[config.mk]
export PLATFORM = sky130hd
export DESIGN_NAME = mrf_rop
export DESIGN_NICKNAME = d
export VERILOG_FILES = /design/src/rtl/assert_macros.svh /design/src/rtl/mrf_pkg.sv /design/src/rtl/mrf_rop.sv
export SDC_FILE = /design/constraint.sdc
export NUM_CORES = 1
export LEC_CHECK = 0
export BUFFER_PORTS_ARGS = -buffer_cell sky130_fd_sc_hd__buf_2
export CORE_MARGIN = 5
export CORE_UTILIZATION = 40
export DETAILED_ROUTE_END_ITERATION = 8
export PLACE_DENSITY_LB_ADDON = 0.12
export SLEW_MARGIN = 15
export SYNTH_ARGS = -nofsm -noshare
export SYNTH_HDL_FRONTEND = slang
export SYNTH_SLANG_ARGS = --single-unit
[constraint.sdc]
create_clock -name vclk -period 1.25
set_input_delay 0.0625 -clock vclk [all_inputs]
set_output_delay 0.0625 -clock vclk [all_outputs]
set_load 0.01 [all_outputs]
[src/rtl/assert_macros.svh]
// Assertion macros for the RTL of the rectangle fill block.
// Depends on nothing; included by mono_rect_fill_rop.sv, the one file that carries assertions.
`ifndef ASSERT_MACROS_SVH
`define ASSERT_MACROS_SVH

// Clocked property, switched off while reset is asserted.
`define ASSERT_CLKD(label, clk, rst_n, prop, msg) \
    label: assert property (@(posedge clk) disable iff (!rst_n) prop) else $error(msg);

// Condition that must never be true at a clock edge outside reset.
`define ASSERT_NEVER(label, clk, rst_n, cond, msg) \
    `ASSERT_CLKD(label, clk, rst_n, !(cond), msg)

`endif

[src/rtl/mrf_pkg.sv]
// Package of the monochrome rectangle fill block: types, codes and field widths.
// Depends on nothing; used by every other file of the block but assert_macros.svh.
`timescale 1ns / 1ps

package mrf_pkg;

    localparam int OP_W    = 2;
    localparam int X_W     = 9;
    localparam int Y_W     = 8;
    localparam int MODE_W  = 2;
    localparam int COL_W   = 6;
    localparam int BYTE_W  = 8;

    localparam logic [OP_W-1:0] OP_WRITE = 2'd0;
    localparam logic [OP_W-1:0] OP_READ  = 2'd1;
    localparam logic [OP_W-1:0] OP_FILL  = 2'd2;

    localparam logic [MODE_W-1:0] MODE_CLEAR = 2'd0;
    localparam logic [MODE_W-1:0] MODE_SET   = 2'd1;

    localparam logic [BYTE_W-1:0] FULL_MASK = 8'hFF;

    typedef enum logic [2:0] {
        ST_CLEAR,
        ST_IDLE,
        ST_SETUP,
        ST_FILL,
        ST_DRAIN,
        ST_RD_WAIT,
        ST_DONE
    } state_t;

    // Strobes from the sequencer to the pixel memory.
    typedef struct packed {
        logic we;
        logic re;
    } mem_ctl_t;

endpackage

[src/rtl/mrf_rop.sv]
// Raster operation unit: builds the edge mask of one byte and applies clear, set or invert.
// Depends on mrf_pkg for the mode codes and the full mask.
`timescale 1ns / 1ps

module mrf_rop (
    input  logic [mrf_pkg::BYTE_W-1:0]    old_byte,
    input  logic                          first_col,
    input  logic                          last_col,
    input  logic [2:0]                    x_lo,
    input  logic [2:0]                    x_last_lo,
    input  logic [mrf_pkg::MODE_W-1:0]    mode,
    output logic [mrf_pkg::BYTE_W-1:0]    new_byte
);

    logic [mrf_pkg::BYTE_W-1:0] mask_lo;
    logic [mrf_pkg::BYTE_W-1:0] mask_hi;
    logic [mrf_pkg::BYTE_W-1:0] mask;

    // Only the first and last bytes of a row span are partial.
    assign mask_lo = mrf_pkg::FULL_MASK << (first_col ? x_lo : 3'd0);
    assign mask_hi = mrf_pkg::FULL_MASK >> (last_col ? (3'd7 - x_last_lo) : 3'd0);
    assign mask    = mask_lo & mask_hi;

    always_comb
    begin
        case (mode)
            mrf_pkg::MODE_CLEAR: new_byte = old_byte & ~mask;
            mrf_pkg::MODE_SET:   new_byte = old_byte | mask;
            default:             new_byte = old_byte ^ mask;
        endcase
    end

endmodule

# ---- Yosys cells after proc, flatten, opt, wreduce, memory -nomap -nowiden
# Cells that the tools add are included.
dict set report word_totals {
  reg_bits 0
  output_inout_bits 8
}
dict set report op_classes {
  n_bitwise 5
  reduce_logical 1
  eq_ne 1
  addsub 1
  shifts 2
  mux 3
}
# cell count
set op_table {}
lappend op_table {{8-bit AND} 2}
lappend op_table {{8-bit case mux with 2 select lines} 1}
lappend op_table {{8-bit inverter} 1}
lappend op_table {{8-bit OR} 1}
lappend op_table {{8-bit by 3-bit left shift with 8-bit output (first input constant)} 1}
lappend op_table {{8-bit by 3-bit right shift with 8-bit output (first input constant)} 1}
lappend op_table {{8-bit XOR} 1}
lappend op_table {{3-bit two-way mux} 2}
lappend op_table {{3-bit subtractor (first input constant)} 1}
lappend op_table {{2-bit by 1-bit equality test with 1-bit output (second input constant)} 1}
lappend op_table {{2-bit zero test} 1}

# ---- Depth between registers and ports, before layout
dict set report logic_depth {
  depth_word 7
  depth_mapped 5
}

# ---- Worst setup path before layout
# OpenSTA, ideal clock, no wires.
dict set report synth_timing {
  path_kind {input -> output}
  start {input port x_last_lo[2]}
  end {output port new_byte[1] (netlist name)}
  stages 5
  t_required_ns 1.188
  arrival_ns 1.062
  path_slack_ns 0.126
  n_path_buf 0
  path_cell_list {nand2b_1 -> o31ai_1 -> ha_1 -> nor2b_4 -> o31a_1}
}
dict set report synth_between {
  elab_chain_len 7
}
# item line_no
set synth_rtl {}
lappend synth_rtl {{start, declared} mrf_rop.sv:10} ;# input logic [2:0] x_last_lo,
lappend synth_rtl {{3-bit subtractor (*)} mrf_rop.sv:21} ;# assign mask_hi = mrf_pkg::FULL_MASK >> (last_col ? (3'd7 - x_last_lo) : 3'd0);
lappend synth_rtl {{3-bit two-way mux (*)} mrf_rop.sv:21}
lappend synth_rtl {{8-bit by 3-bit right shift with 8-bit output (*)} mrf_rop.sv:21}
lappend synth_rtl {{8-bit AND (*)} mrf_rop.sv:22} ;# assign mask = mask_lo & mask_hi;
lappend synth_rtl {{8-bit inverter} mrf_rop.sv:27} ;# mrf_pkg::MODE_CLEAR: new_byte = old_byte & ~mask;
lappend synth_rtl {{8-bit AND} mrf_rop.sv:27}
lappend synth_rtl {{8-bit case mux with 2 select lines (*)} mrf_rop.sv:26} ;# case (mode)
lappend synth_rtl {{end, declared} mrf_rop.sv:12} ;# output logic [mrf_pkg::BYTE_W-1:0] new_byte
# Mark *: on every way between the ends. The rest lies on a longest branch, timed or not.

# ---- Worst setup path after layout
# Same ends and word-level chain as after synthesis.

==> results.env <==
GRT_UTIL_MET1=0.154
DPL_WORST_SLACK_PS=-160
DRT_ITER0_DRC=4
CP-START-KIND='input port'
COMBINATIONALPOWERSHARE=1.000
SYNTHXORXNORAREAFRAC=0
VIOLATIONS='negative setup slack'
RESULT_OF_THE_RUN='finished, violations left'
CRITICAL_PATH.MAX_STAGE_DELAY_PS=260
TCRIT_TCLK_FINAL=1.01
WORSTSETUPPATHTYPE='input port to primary output'
GRT_PASS1_VIAS=500
P_TOTAL_W=0.000348
POWER_DENSITY_nW_PER_UM2=349
RSZ0062_AT_GRT='yes'
WORST_SLACK_PS=-17.3
CORE_AREA_UM2=1330
DRIVE_ABOVE_1_SHARE=0.620
COMBINATIONAL_FAMILY_WITH_THE_MOST_AREA_AFTER_SYNTHESIS='adder cells'
ROUTE.ANTENNA.REMAINING_NETS=0
WORST-PATH-MAX-FANOUT=4
WORST_SETUP_PATH_END_KIND='primary output'
POSTSYNTHCELLCOUNT=78
SYN_AREA_PER_CELL_UM2=7.43
CP_DATA_REQUIRED_TIME_PS=1190
FINAL_PERIOD_MINUS_WORST_SETUP_SLACK_PS=1270
FINAL_MAX_SLEW_VIOL_COUNT=0
VDD.IR_DROP.WORST_V=0.000191
GRT_START_MAX_NET_PINS=17
FINAL_HPWL_DP_UM=1080
CRITICAL_PATH.SLOWEST_CELL='sky130_fd_sc_hd__o31ai_4'
POST_SYNTHESIS_ADDER_CELL_AREA_FRACTION=0.346
NUMPORTBUFFERS=26
GR_LAYER_USAGE_MET3=0.00752
NETS=144
FIRST_PASS_ITERS=4
POST_CTS_SETUP_BUFFER_COUNT=0
ANTENNA_CELLS=0
GRT_BUSIEST_LAYER='met2'
CP_CELL_SEQUENCE='buf_8 -> nand2b_4 -> o31ai_4 -> ha_4 -> nor2b_4 -> o31a_1 -> buf_2'
ROWS=13
YOSYS.CELL_TYPES.COUNT=21
DIE_H_UM=48.1
WORST_HOLD_PATH.ENDPOINT='new_byte[4]'
SHARE_OF_TOTAL_POWER_CONSUMED_BY_NET_SWITCHING=0.481
VIASPERCELL=5.01
GRT.OVERFLOW.TOTAL=0
DRCVIOLATIONCOUNT=0
HOLDPATHSTAGES=6
STATIC-LEAKAGE-POWER_nW=0.482
FILLER_CELL_COUNT=96
MULTIINPUTGATEAREA_UM2=716
NET_SW_POWER_W=0.000167
LAYOUT.SEQUENTIAL_CELLS=0
SYNTHESIZED_NETLIST_NET_COUNT=112
NUM_VIAS=616
WORST_PIN_SLEW_PS=336
SYNTH_SIMPLE_GATE_AREA_FRAC=0.330
MAXCAPVIOLCOUNT=0
YS_SEQ_AREA_FRAC=0
FINALHOLDVIOLCOUNT=0
SEQ_POWER_SHARE=0
SYNTH_MUX_AREA_FRAC=0
YOSYS_WARNINGS=0
FINALSETUPVIOLATIONS=2
CLOCKPOWERSHARE=0
DIE_W_UM=48.1
HOLD_PATH.STARTPOINT='old_byte[4]'
SEQCELLAREA_UM2=0
LAYOUT.CORE_UTILIZATION=0.748
SYNTH.CELL_AREA_UM2=579
IO_PINS=26
GRT_PASS1_WL_UM=2130
INITIAL_CELL_DENSITY_OF_THE_CORE=0.434
PLACER_S_FINAL_ROUTABILITY_CONGESTION_ESTIMATE=0.651
ANTENNA_VIOLATIONS_BEFORE_REPAIR=0
POWER_REPORT.INTERNAL_TOTAL_W=0.000181
MIN-DELAY-PATH-CLASS='input port to primary output'
NCLKBUFFERS=0
GLOBALROUTEMET2UTIL=0.240
ACHIEVABLE-FREQUENCY_MHz=789
SYNTH-COMPOUND-AREA-SHARE=0.231
POST_DRT_WL_PER_CELL_UM=11.9
AREA_DELTA_SYNTH_FINAL_PCT=72.1
SLEW-LIMIT-HEADROOM=0.776
DIE_FOOTPRINT_UM2=2310
GRT_UTIL_ALL_LAYERS=0.123
CP.ARRIVAL_PS=1200
TOTALWIRELENGTH_UM=1460
==> cell families after synthesis <==
family,count (synthesis)
adders and majority gates,16
AOI/OAI and AO/OA,18
buffers and inverters,12
and+or+nand+nor,32
==> layer usage <==
| layer | part of all wire | routed length, µm |
|---|---|---|
| met5 | 0 | 0 |
| met4 | 0 | 0 |
| met3 | 0.036 | 53 |
| met2 | 0.54 | 789 |
| met1 | 0.42 | 617 |
==> worst max-delay path by stage <==
stage | start | to | slack, ps | cells after the start
finish | x_last_lo[2] | new_byte[1] | -20 | 7
CTS | x_last_lo[2] | new_byte[1] | -60 | 7
floorplan | x_last_lo[2] | new_byte[1] | 130 | 5
global placement | x_last_lo[2] | new_byte[1] | -110 | 7
global route | x_last_lo[2] | new_byte[1] | -70 | 7
detailed placement | x_last_lo[2] | new_byte[3] | -160 | 8
==> synthesized netlist by cell type <==
cell,number,area share
sky130_fd_sc_hd__buf_2,1,0.0086
sky130_fd_sc_hd__nand4_1,1,0.011
sky130_fd_sc_hd__inv_1,10,0.065
sky130_fd_sc_hd__o22ai_1,1,0.011
sky130_fd_sc_hd__and2b_1,1,0.013
sky130_fd_sc_hd__nor3_1,1,0.0086
sky130_fd_sc_hd__o21ai_0,5,0.043
sky130_fd_sc_hd__o31ai_2,2,0.043
sky130_fd_sc_hd__nor2_1,6,0.039
sky130_fd_sc_hd__and2b_4,1,0.017
sky130_fd_sc_hd__a21oi_1,2,0.017
sky130_fd_sc_hd__ha_1,16,0.35
sky130_fd_sc_hd__nor2b_1,4,0.043
sky130_fd_sc_hd__o31a_1,4,0.060
sky130_fd_sc_hd__nand2b_1,5,0.054
sky130_fd_sc_hd__and2_1,6,0.065
sky130_fd_sc_hd__nand2_1,5,0.032
sky130_fd_sc_hd__nor2b_4,2,0.048
sky130_fd_sc_hd__buf_6,1,0.019
sky130_fd_sc_hd__a32o_1,1,0.017
sky130_fd_sc_hd__o31ai_1,3,0.039
==> what timing repair did <==
item / in CTS / in global routing
pin swaps: 9 / 16
setup endpoints to repair: 8 / 8
hold buffers: 0 / 0
resized for setup: 28 / 31
==> cells in the final DEF, fill, tap and decap left out, types with 3 or more instances in the layout <==
cell / synthesis / final
sky130_fd_sc_hd__and2_1: 6 / 3
sky130_fd_sc_hd__and2_4: 0 / 3
sky130_fd_sc_hd__buf_2: 1 / 21
sky130_fd_sc_hd__buf_4: 0 / 3
sky130_fd_sc_hd__buf_6: 1 / 4
sky130_fd_sc_hd__buf_8: 0 / 3
sky130_fd_sc_hd__ha_1: 16 / 6
sky130_fd_sc_hd__ha_2: 0 / 6
sky130_fd_sc_hd__ha_4: 0 / 4
sky130_fd_sc_hd__inv_1: 10 / 9
sky130_fd_sc_hd__nand2_1: 5 / 4
sky130_fd_sc_hd__nand2b_1: 5 / 3
sky130_fd_sc_hd__nor2_1: 6 / 3
sky130_fd_sc_hd__nor2_2: 0 / 3
sky130_fd_sc_hd__nor2b_1: 4 / 4
sky130_fd_sc_hd__o31a_1: 4 / 4
==> per-stage QoR <==
stage | hold WS (ps) | TNS [ps] | cell area [µm²] | instances
floorplan | 282 | 0 | 579 | 78
global route | 660 | -227 | 997 | 123
finish | 614 | -25.7 | 997 | 123
detailed placement | 605 | -574 | 757 | 123
global placement | 590 | -388 | 757 | 123
CTS | 616 | -90.9 | 862 | 123
==> power groups by stage <==
stage / Combinational, W / Sequential (W) / Clock [W]
floorplan: 0.000150 / 0 / 0
global placement: 0.000249 / 0 / 0
detailed placement: 0.000257 / 0 / 0
CTS: 0.000300 / 0 / 0
global route: 0.000388 / 0 / 0
finish: 0.000348 / 0 / 0
==> critical path, delay by kind of cell <==
family	cells	cell delay, ps
simple gates	2	200
compound gates	2	520
buf+inv	2	240
fa+ha+maj	1	190
==> area by class of cell <==
type	count	share of cell area
Inverter	10	0.0376
Multi-Input combinational cell	66	0.718
Timing Repair Buffer	32	0.226
Tap cell	15	0.0188
(Power assumes the default switching activity.)
